`src/sv/dtc_pkg.sv`:
```
// Shared types, constants and the encoder step table of the dose timer controller.
`default_nettype none
package dtc_pkg;

  localparam int unsigned PosW   = 16;
  localparam int unsigned ShownW = 15;
  localparam int unsigned CntW   = 7;

  localparam logic [CntW-1:0] ArmLimit  = CntW'(2);
  localparam logic [CntW-1:0] LockLimit = CntW'(5);

  typedef enum logic [1:0] {
    ACT_ENCODER   = 2'd0,
    ACT_BUTTONS   = 2'd1,
    ACT_SERVICE   = 2'd2,
    ACT_COUNTDOWN = 2'd3
  } action_e;

  typedef enum logic [1:0] {
    DIR_NONE,
    DIR_FWD,
    DIR_BACK
  } dir_e;

  typedef struct packed {
    action_e action;
    logic    enc_a;
    logic    enc_b;
    logic    start_level;
    logic    power_level;
  } tick_t;

  typedef struct packed {
    logic              busy_res;
    logic              display_off;
    logic [ShownW-1:0] shown_value;
    logic              load_on;
  } result_t;

  typedef struct packed {
    logic scan;
    logic pressed;
    logic take;
    logic lock;
  } btn_ctrl_t;

  // Forward phase sequence is 0, 2, 3, 1, 0.
  function automatic dir_e enc_dir(input logic [1:0] old_ph, input logic [1:0] new_ph);
    dir_e d;
    d = DIR_NONE;
    case ({old_ph, new_ph})
      4'b00_10, 4'b10_11, 4'b11_01, 4'b01_00: d = DIR_FWD;
      4'b10_00, 4'b11_10, 4'b01_11, 4'b00_01: d = DIR_BACK;
      default:                                d = DIR_NONE;
    endcase
    return d;
  endfunction

endpackage
`default_nettype wire

```
`src/sv/dtc_button.sv`:
```
// Debounce counter, lockout and pending flag of one active-low button.
`default_nettype none
module dtc_button
  import dtc_pkg::*;
(
  input  wire logic      clk_i,
  input  wire logic      rst_ni,
  input  wire btn_ctrl_t ctrl_i,
  output logic           pending_o
);

  logic            armed_q, armed_d;
  logic            lock_q, lock_d;
  logic            pend_q, pend_d;
  logic [CntW-1:0] cnt_q, cnt_d;
  logic [CntW-1:0] cnt_inc;

  assign cnt_inc = cnt_q + CntW'(1);

  always_comb begin
    armed_d = armed_q;
    lock_d  = lock_q;
    pend_d  = pend_q;
    cnt_d   = cnt_q;
    if (ctrl_i.scan) begin
      if (!lock_q) begin
        if (armed_q) begin
          if (ctrl_i.pressed) begin
            cnt_d = cnt_inc;
          end else if (cnt_q > ArmLimit) begin
            armed_d = 1'b0;
            cnt_d   = '0;
            pend_d  = 1'b1;
          end
        end else if (ctrl_i.pressed) begin
          armed_d = 1'b1;
        end
      end else begin
        cnt_d = cnt_inc;
        if (cnt_inc > LockLimit) begin
          lock_d = 1'b0;
          cnt_d  = '0;
        end
      end
    end
    if (ctrl_i.take) begin
      pend_d = 1'b0;
    end
    if (ctrl_i.lock) begin
      lock_d = 1'b1;
    end
  end

  always_ff @(posedge clk_i or negedge rst_ni) begin
    if (!rst_ni) begin
      armed_q <= 1'b0;
      lock_q  <= 1'b0;
      pend_q  <= 1'b0;
      cnt_q   <= '0;
    end else begin
      armed_q <= armed_d;
      lock_q  <= lock_d;
      pend_q  <= pend_d;
      cnt_q   <= cnt_d;
    end
  end

  assign pending_o = pend_q;

endmodule
`default_nettype wire

```
`src/sv/dtc_core.sv`:
```
// Timer state, encoder position, countdown and the result register.
`default_nettype none
module dtc_core
  import dtc_pkg::*;
#(
  parameter int unsigned DEFAULT_TIME = 62
) (
  input  wire logic  clk_i,
  input  wire logic  rst_ni,
  input  wire logic  step_i,
  input  wire tick_t tick_i,
  output result_t    result_o
);

  logic [1:0]        phase_q, phase_d;
  logic [PosW-1:0]   pos_q, pos_d;
  logic [PosW-1:0]   rem_q, rem_d;
  logic              run_q, run_d;
  logic              enc_lock_q, enc_lock_d;
  logic              off_q, off_d;
  logic              load_q, load_d;
  logic [ShownW-1:0] shown_q, shown_d;
  result_t           res_q;

  logic      start_pend, power_pend;
  logic      is_service;
  btn_ctrl_t start_ctrl, power_ctrl;
  logic [1:0] new_phase;
  dir_e      dir;

  assign is_service = step_i && (tick_i.action == ACT_SERVICE);

  always_comb begin
    start_ctrl.scan    = step_i && (tick_i.action == ACT_BUTTONS) && !off_q;
    start_ctrl.pressed = !tick_i.start_level;
    start_ctrl.take    = is_service;
    start_ctrl.lock    = 1'b0;
    power_ctrl.scan    = step_i && (tick_i.action == ACT_BUTTONS);
    power_ctrl.pressed = !tick_i.power_level;
    power_ctrl.take    = is_service;
    power_ctrl.lock    = is_service && (start_pend || power_pend);
  end

  dtc_button u_start_btn (
    .clk_i     (clk_i),
    .rst_ni    (rst_ni),
    .ctrl_i    (start_ctrl),
    .pending_o (start_pend)
  );

  dtc_button u_power_btn (
    .clk_i     (clk_i),
    .rst_ni    (rst_ni),
    .ctrl_i    (power_ctrl),
    .pending_o (power_pend)
  );

  assign new_phase = {tick_i.enc_a, tick_i.enc_b};
  assign dir       = enc_dir(phase_q, new_phase);

  always_comb begin
    phase_d    = phase_q;
    pos_d      = pos_q;
    rem_d      = rem_q;
    run_d      = run_q;
    enc_lock_d = enc_lock_q;
    off_d      = off_q;
    load_d     = load_q;
    shown_d    = shown_q;
    if (step_i) begin
      case (tick_i.action)
        ACT_ENCODER: begin
          if (!(off_q || enc_lock_q)) begin
            case (dir)
              DIR_FWD:  pos_d = pos_q + PosW'(1);
              DIR_BACK: pos_d = pos_q - PosW'(1);
              default:  pos_d = pos_q;
            endcase
            phase_d = new_phase;
            shown_d = pos_d[PosW-1:1];
          end
        end
        ACT_SERVICE: begin
          if (start_pend) begin
            rem_d = {1'b0, pos_q[PosW-1:1]};
            run_d = 1'b1;
          end
          if (power_pend) begin
            off_d = !off_q;
          end
        end
        ACT_COUNTDOWN: begin
          if (run_q) begin
            if (rem_q != '0) begin
              enc_lock_d = 1'b1;
              rem_d      = rem_q - PosW'(1);
              shown_d    = rem_d[ShownW-1:0];
              load_d     = 1'b1;
            end else begin
              enc_lock_d = 1'b0;
              run_d      = 1'b0;
              load_d     = 1'b0;
              shown_d    = pos_q[PosW-1:1];
            end
          end
        end
        default: begin
        end
      endcase
    end
  end

  always_ff @(posedge clk_i or negedge rst_ni) begin
    if (!rst_ni) begin
      phase_q    <= '0;
      pos_q      <= PosW'(2 * DEFAULT_TIME);
      rem_q      <= PosW'(DEFAULT_TIME);
      run_q      <= 1'b0;
      enc_lock_q <= 1'b0;
      off_q      <= 1'b0;
      load_q     <= 1'b0;
      shown_q    <= ShownW'(DEFAULT_TIME);
    end else begin
      phase_q    <= phase_d;
      pos_q      <= pos_d;
      rem_q      <= rem_d;
      run_q      <= run_d;
      enc_lock_q <= enc_lock_d;
      off_q      <= off_d;
      load_q     <= load_d;
      shown_q    <= shown_d;
    end
  end

  always_ff @(posedge clk_i) begin
    if (step_i) begin
      res_q.load_on     <= load_d;
      res_q.shown_value <= shown_d;
      res_q.display_off <= off_d;
      res_q.busy_res    <= run_d;
    end
  end

  assign result_o = res_q;

endmodule
`default_nettype wire

```
`src/sv/dose_timer_controller.sv`:
```
// Top level of the dose timer controller: stream ports, tick register and result handshake.
`default_nettype none
// The block takes one tick transaction per cycle and returns exactly one result
// transaction for each, in order. A tick passes an input register and is applied to
// the timer state once the output register can take its result; the new state and
// the result are registered together, and the throughput is one transaction per cycle
// as long as the output side keeps tready high; the state update sets that rate.
// The tick kind travels in s_axis_tuser; the result reports the load drive, the
// shown number, the off state and whether a countdown run is active.
module dose_timer_controller
  import dtc_pkg::*;
#(
  parameter int unsigned DEFAULT_TIME = 62
) (
  input  wire logic        clk_i,
  input  wire logic        rst_ni,
  input  wire logic        s_axis_tvalid,
  output logic             s_axis_tready,
  // [0] enc_a, [1] enc_b, [2] start_level, [3] power_level, [7:4] zero
  input  wire logic [7:0]  s_axis_tdata,
  // [1:0] action
  input  wire logic [1:0]  s_axis_tuser,
  output logic             m_axis_tvalid,
  input  wire logic        m_axis_tready,
  // [0] load_on, [15:1] shown_value, [16] display_off, [17] busy_res, [23:18] zero
  output logic [23:0]      m_axis_tdata
);

  logic    in_valid_q;
  tick_t   in_tick_q;
  logic    out_valid_q;
  logic    advance;
  result_t result;

  assign advance       = in_valid_q && (!out_valid_q || m_axis_tready);
  assign s_axis_tready = !in_valid_q || advance;

  always_ff @(posedge clk_i or negedge rst_ni) begin
    if (!rst_ni) begin
      in_valid_q  <= 1'b0;
      out_valid_q <= 1'b0;
    end else begin
      if (s_axis_tready) begin
        in_valid_q <= s_axis_tvalid;
      end
      if (advance) begin
        out_valid_q <= 1'b1;
      end else if (m_axis_tready) begin
        out_valid_q <= 1'b0;
      end
    end
  end

  always_ff @(posedge clk_i) begin
    if (s_axis_tvalid && s_axis_tready) begin
      in_tick_q.action      <= action_e'(s_axis_tuser);
      in_tick_q.enc_a       <= s_axis_tdata[0];
      in_tick_q.enc_b       <= s_axis_tdata[1];
      in_tick_q.start_level <= s_axis_tdata[2];
      in_tick_q.power_level <= s_axis_tdata[3];
    end
  end

  dtc_core #(
    .DEFAULT_TIME (DEFAULT_TIME)
  ) u_core (
    .clk_i    (clk_i),
    .rst_ni   (rst_ni),
    .step_i   (advance),
    .tick_i   (in_tick_q),
    .result_o (result)
  );

  assign m_axis_tvalid = out_valid_q;
  assign m_axis_tdata  = {6'b0, result.busy_res, result.display_off,
                          result.shown_value, result.load_on};

  a_load_needs_run: assert property (@(posedge clk_i) disable iff (!rst_ni)
    m_axis_tvalid && result.load_on |-> result.busy_res)
    else $error("load driven without an active run");

  a_step_gives_result: assert property (@(posedge clk_i) disable iff (!rst_ni)
    advance |=> m_axis_tvalid)
    else $error("applied tick produced no result");

  a_full_blocks_input: assert property (@(posedge clk_i) disable iff (!rst_ni)
    in_valid_q && !advance |-> !s_axis_tready)
    else $error("input taken while tick register is stalled");

  a_stalled_tick_kept: assert property (@(posedge clk_i) disable iff (!rst_ni)
    in_valid_q && !advance |=> in_valid_q && $stable(in_tick_q))
    else $error("stalled tick lost or changed");

endmodule
`default_nettype wire

```
`config.mk`:
```
export PLATFORM = sky130hd
export DESIGN_NAME = dose_timer_controller
export DESIGN_NICKNAME = d
export VERILOG_FILES = /design/src/sv/dtc_pkg.sv /design/src/sv/dtc_button.sv /design/src/sv/dtc_core.sv /design/src/sv/dose_timer_controller.sv
export SDC_FILE = /design/constraint.sdc
export NUM_CORES = 1
export LEC_CHECK = 0
export ABC_AREA = 1
export BUFFER_PORTS_ARGS = -buffer_cell sky130_fd_sc_hd__buf_2
export CAP_MARGIN = 20
export CORE_ASPECT_RATIO = 2
export CORE_MARGIN = 8
export CORE_UTILIZATION = 57
export CTS_CLUSTER_DIAMETER = 80
export CTS_CLUSTER_SIZE = 8
export DETAILED_ROUTE_END_ITERATION = 16
export PLACE_DENSITY_LB_ADDON = 0.15
export RECOVER_POWER = 100
export SYNTH_ARGS = -nofsm -noshare
export SYNTH_HDL_FRONTEND = slang
export SYNTH_SLANG_ARGS = --single-unit
```
`constraint.sdc`:
```
create_clock -name clk_i -period 3.25 [get_ports clk_i]
set_input_delay 0 -clock clk_i [delete_from_list [all_inputs] [get_ports clk_i]]
set_output_delay 0 -clock clk_i [all_outputs]
set_load 0.05 [all_outputs]
```
==> metrics.md <==
| Metric | Value |
|---|---|
| Status | finished with violations |
| Failing checks | capacitance limit, slew limit |
| Initial antenna violation count | 0 |
| Multiplexer area fraction after synthesis | 0.00465 |
| Max incr delay on CP | 410 ps |
| CTS max path bufs | 2 |
| Final setup vio count | 0 |
| Seq/Total Area, Yosys | 0.405 |
| Clock root cell | clkbuf_16 |
| Reg power frac | 0.309 |
| CTS tree | done |
| Cell taking the most area after synthesis | dfrtp_1 |
| XOR/XNOR share of the synthesized area | 0.0476 |
| Grt total ovfl | 0 |
| Layout cells sized above 1 | 0.0962 |
| P&R area growth vs syn | 8.91% |
| Primary FF master, synth | dfrtp_1 |
| Pin count of the biggest net entering global routing | 76 |
| Die H | approximately 170 µm |
| Die W | roughly 90 µm |
| Reg clk slew, reported paths | around 70 ps |
| Worst-Skew Late Latency | approximately 350 ps |
| RSZ-0062 raised after global routing | false |
| Logic gate share of total power | 0.543 |
| VDD IR-drop max | ~0.0005 V |
| Fin Setup TNS | 0 ps |
| Pint | approximately 0.0038 W |
| Hold_sp | s_axis_tdata[2] |
| Port buffer count | 29 |
| Pwr dens | around 1100 nW/µm² |
| Post-synth top area share | 0.232 |
| R2r setup slk | about 260 ps |
| Ys Warns | 0 |
| Async S/R FF share, synth | 0.758 |
| Worst-Margin Slew | 1890 ps |
| Fin. Hold Viols | 0 |
| Post-synthesis adder-cell area fraction | 0.0271 |
| Final Slew Violations | 76 |
| Final period demand of the worst path | 2990 ps |
| DP HPWL | ~12000 µm |
| Layout Skew | between 7 and 8 ps |
| Synth cell types | 52 |
| Placement Rows | 55 |
| Pre-antenna DRT Iters | 6 |
| Combinational family with the most area after synthesis | simple AND/OR/NAND/NOR gates |
| Cells after Synth | around 860 |
| Hold-fix buffers, CTS | 10 |
| Starting DRT DRC Count | ~390 |
| Routed len/inst | approximately 16 µm |
| HP Class | in -> reg |
| Area of the die | between 15000 and 20000 µm² |
| Initial Utilization | 0.576 |
| Avg Cell Area, Syn | 7.50 µm² |
| R2r startpoint | in_tick_q[3] |
| Clk pwr share | 0.147 |
| Critical Path AT | 3150 ps |
| Routed Wire Length | 16200 µm |
| CP max FO | 25 |
| Worst EP required | 3410 ps |
| Number of flops mapped to enable cells by yosys | 24 |
| I/O pin total | 40 |
| Critical Path End Type | flip-flop |
| Core Footprint | about 11000 µm² |
| Post-DRT Antenna Nets | 0 |
| TritonCTS Buffers | 9 |
| Pwr Total | between 0.007 and 0.008 W |
| Crit path launch | in_tick_q[3] |
| Htree depth | 3 |
| Critical path type | reg -> reg |
| Net Sw Frac | 0.495 |
| Slew Limit Headroom | -0.259 |
| Antenna Diode Count | 0 |
| Leak | about 3.4 nW |
| Max Cap Viol | 1 |
| Net count, final | between 900 and 1000 |
| Via/cell ratio | roughly 5.5 |
| Synth Area in Compound Gates | 0.167 |
| Number of setup buffers added after CTS | 0 |
| Crit path top cell by count | nand2_1 |
| Mapped cell area | between 6000 and 7000 µm² |
| # resized after CTS | 0 |
| Overall Global Routing Usage | 0.216 |
| Dominant cells by area after synthesis | dfrtp_1, nand2_1, edfxtp_1, inv_1, dfstp_2 |
| First-pass GRT wire length | 26800 µm |
| Simple-Gate Fraction of Synth Area | 0.245 |
| Switching power | around 0.0037 W |
| Critical path's slowest cell | edfxtp_1 |
| #FFs+latches synth | a little under 100 |
| Crit path cell chain | xor2_1 -> nor2_1 -> ha_1 -> buf_4 -> nor2_1 -> nor2_2 -> nand2_1 -> nor2_1 -> nand2_1 -> nand2_1 -> nand2_1 -> nand3_1 -> nand3_1 -> nand2_1 -> nand2_1 -> a21oi_1 |
| Period utilization | 0.920 |
| DRC | 0 |
| Gpl congestion | 0.948 |
| Critical Path Source Type | flip-flop |
| FILL cells | 999 |
| Vias | ~5800 |
| Clock sink count | just under 100 |
| Fmax | around 330 MHz |
| Vias in the first global route | 5765 |
placed cells by master, fill, tap and decap left out, types with 9 or more instances in the layout:
cell	instances
ha_1	14
o21ai_0	76
nand2_1	217
clkbuf_1	22
clkbuf_16	9
dfrtp_1	60
dlygate4sd3_1	10
o22ai_1	9
nor2_1	58
edfxtp_1	24
nor2_2	10
inv_1	121
a21oi_1	65
nand3_1	44
xor2_1	24
dfstp_2	15
buf_4	11
o211ai_1	12
synthesized netlist by cell type (all sizes together), types with 3 or more instances:
cell      n
nor3      7
mux2i     3
xor2     25
nand3    47
dfstp    15
nor2     71
xnor2     8
dfrtp    60
buf      15
edfxtp   24
a21oi    67
inv     127
nand4     6
and2      3
a21boi    4
o22ai     9
a31oi     3
nand2   225
o211ai   12
ha       14
o21bai    4
clkbuf   14
o21ai    85
final cells by class:
| type | count | area, µm² | area share |
|---|---|---|---|
| multi-input cells | 610 | 3150 | 0.448 |
| flip-flops and latches | 99 | 2620 | 0.372 |
| inverters | 128 | 480 | 0.0683 |
| repair buffers | 51 | 307 | 0.0436 |
| clock buffers | 11 | 243 | 0.0345 |
| well taps | 142 | 178 | 0.0252 |
| clock inverters | 5 | 61.3 | 0.00871 |
final timing paths:
| kind | endpoint | cells past startpoint |
|---|---|---|
| setup / recovery | u_core.result_o[11] | 16 |
| hold / removal | in_tick_q[1] | 2 |
| setup reg to reg | u_core.result_o[11] | 16 |
| hold reg to reg | u_core.phase_q[0] | 2 |
| max in group asynchronous | u_core.shown_q[7] | 2 |
| min in group asynchronous | u_core.u_power_btn.cnt_q[3] | 2 |
stage by stage:
step	hold slack [ps]	instance area (µm²)	setup slack, ps	std cells	util
floorplan	-296	6480	634	866	-
global placement	179	6710	415	1020	0.598
detailed placement	179	6710	333	1020	0.598
CTS	358	7110	317	1046	0.634
global route	365	7040	15.8	1046	0.627
finish	368	7040	259	1046	0.627
per-layer routing:
layer	vias up	wire (µm)	part of all wire	GRT usage
met3	42	583	0.036	0.0315
met4	0	547	0.034	0.115
li1	2855	-	-	-
met1	2733	6250	0.39	0.218
met2	156	8840	0.54	0.410
met5	-	0	0	0
critical path: cells and delay by family (launching register included):
kind	cells	cell delay (ps)
flip-flops	1	410
AND/OR/NAND/NOR	12	1390
buffers and inverters	1	350
adder cells (fa/ha/maj)	1	230
XOR/XNOR	1	190
AO/OA/AOI/OAI	1	210
power by group through the flow:
stage	logic [W]	registers (W)	clock network (W)
after floorplan	0.00298	0.00241	0
after global placement	0.00395	0.00229	0
after detailed placement	0.00404	0.00230	0
after CTS	0.00408	0.00229	0.00111
after global routing	0.00456	0.00235	0.00114
final	0.00404	0.00230	0.00110
kinds of logic (layout without fill, tap and decap cells):
family,count (synthesis),after routing
buffers and inverters,157,195
AO/OA/AOI/OAI,191,191
adder cells (fa/ha/maj),14,14
flip-flops,99,99
other,1,6
AND/OR/NAND/NOR,363,363
multiplexers,3,3
XOR/XNOR,33,33
flip-flops by register name, indices dropped and copies added (netlist names), 2 cells and up:
| name | cells |
|---|---|
| u_core.u_start_btn.cnt_q | 7 |
| u_core.shown_q | 15 |
| u_core.phase_q | 2 |
| in_tick_q | 6 |
| u_core.pos_q | 16 |
| u_core.result_o | 18 |
| u_core.rem_q | 16 |
| u_core.u_power_btn.cnt_q | 7 |
Note: power is estimated with default switching activity, not from simulation.
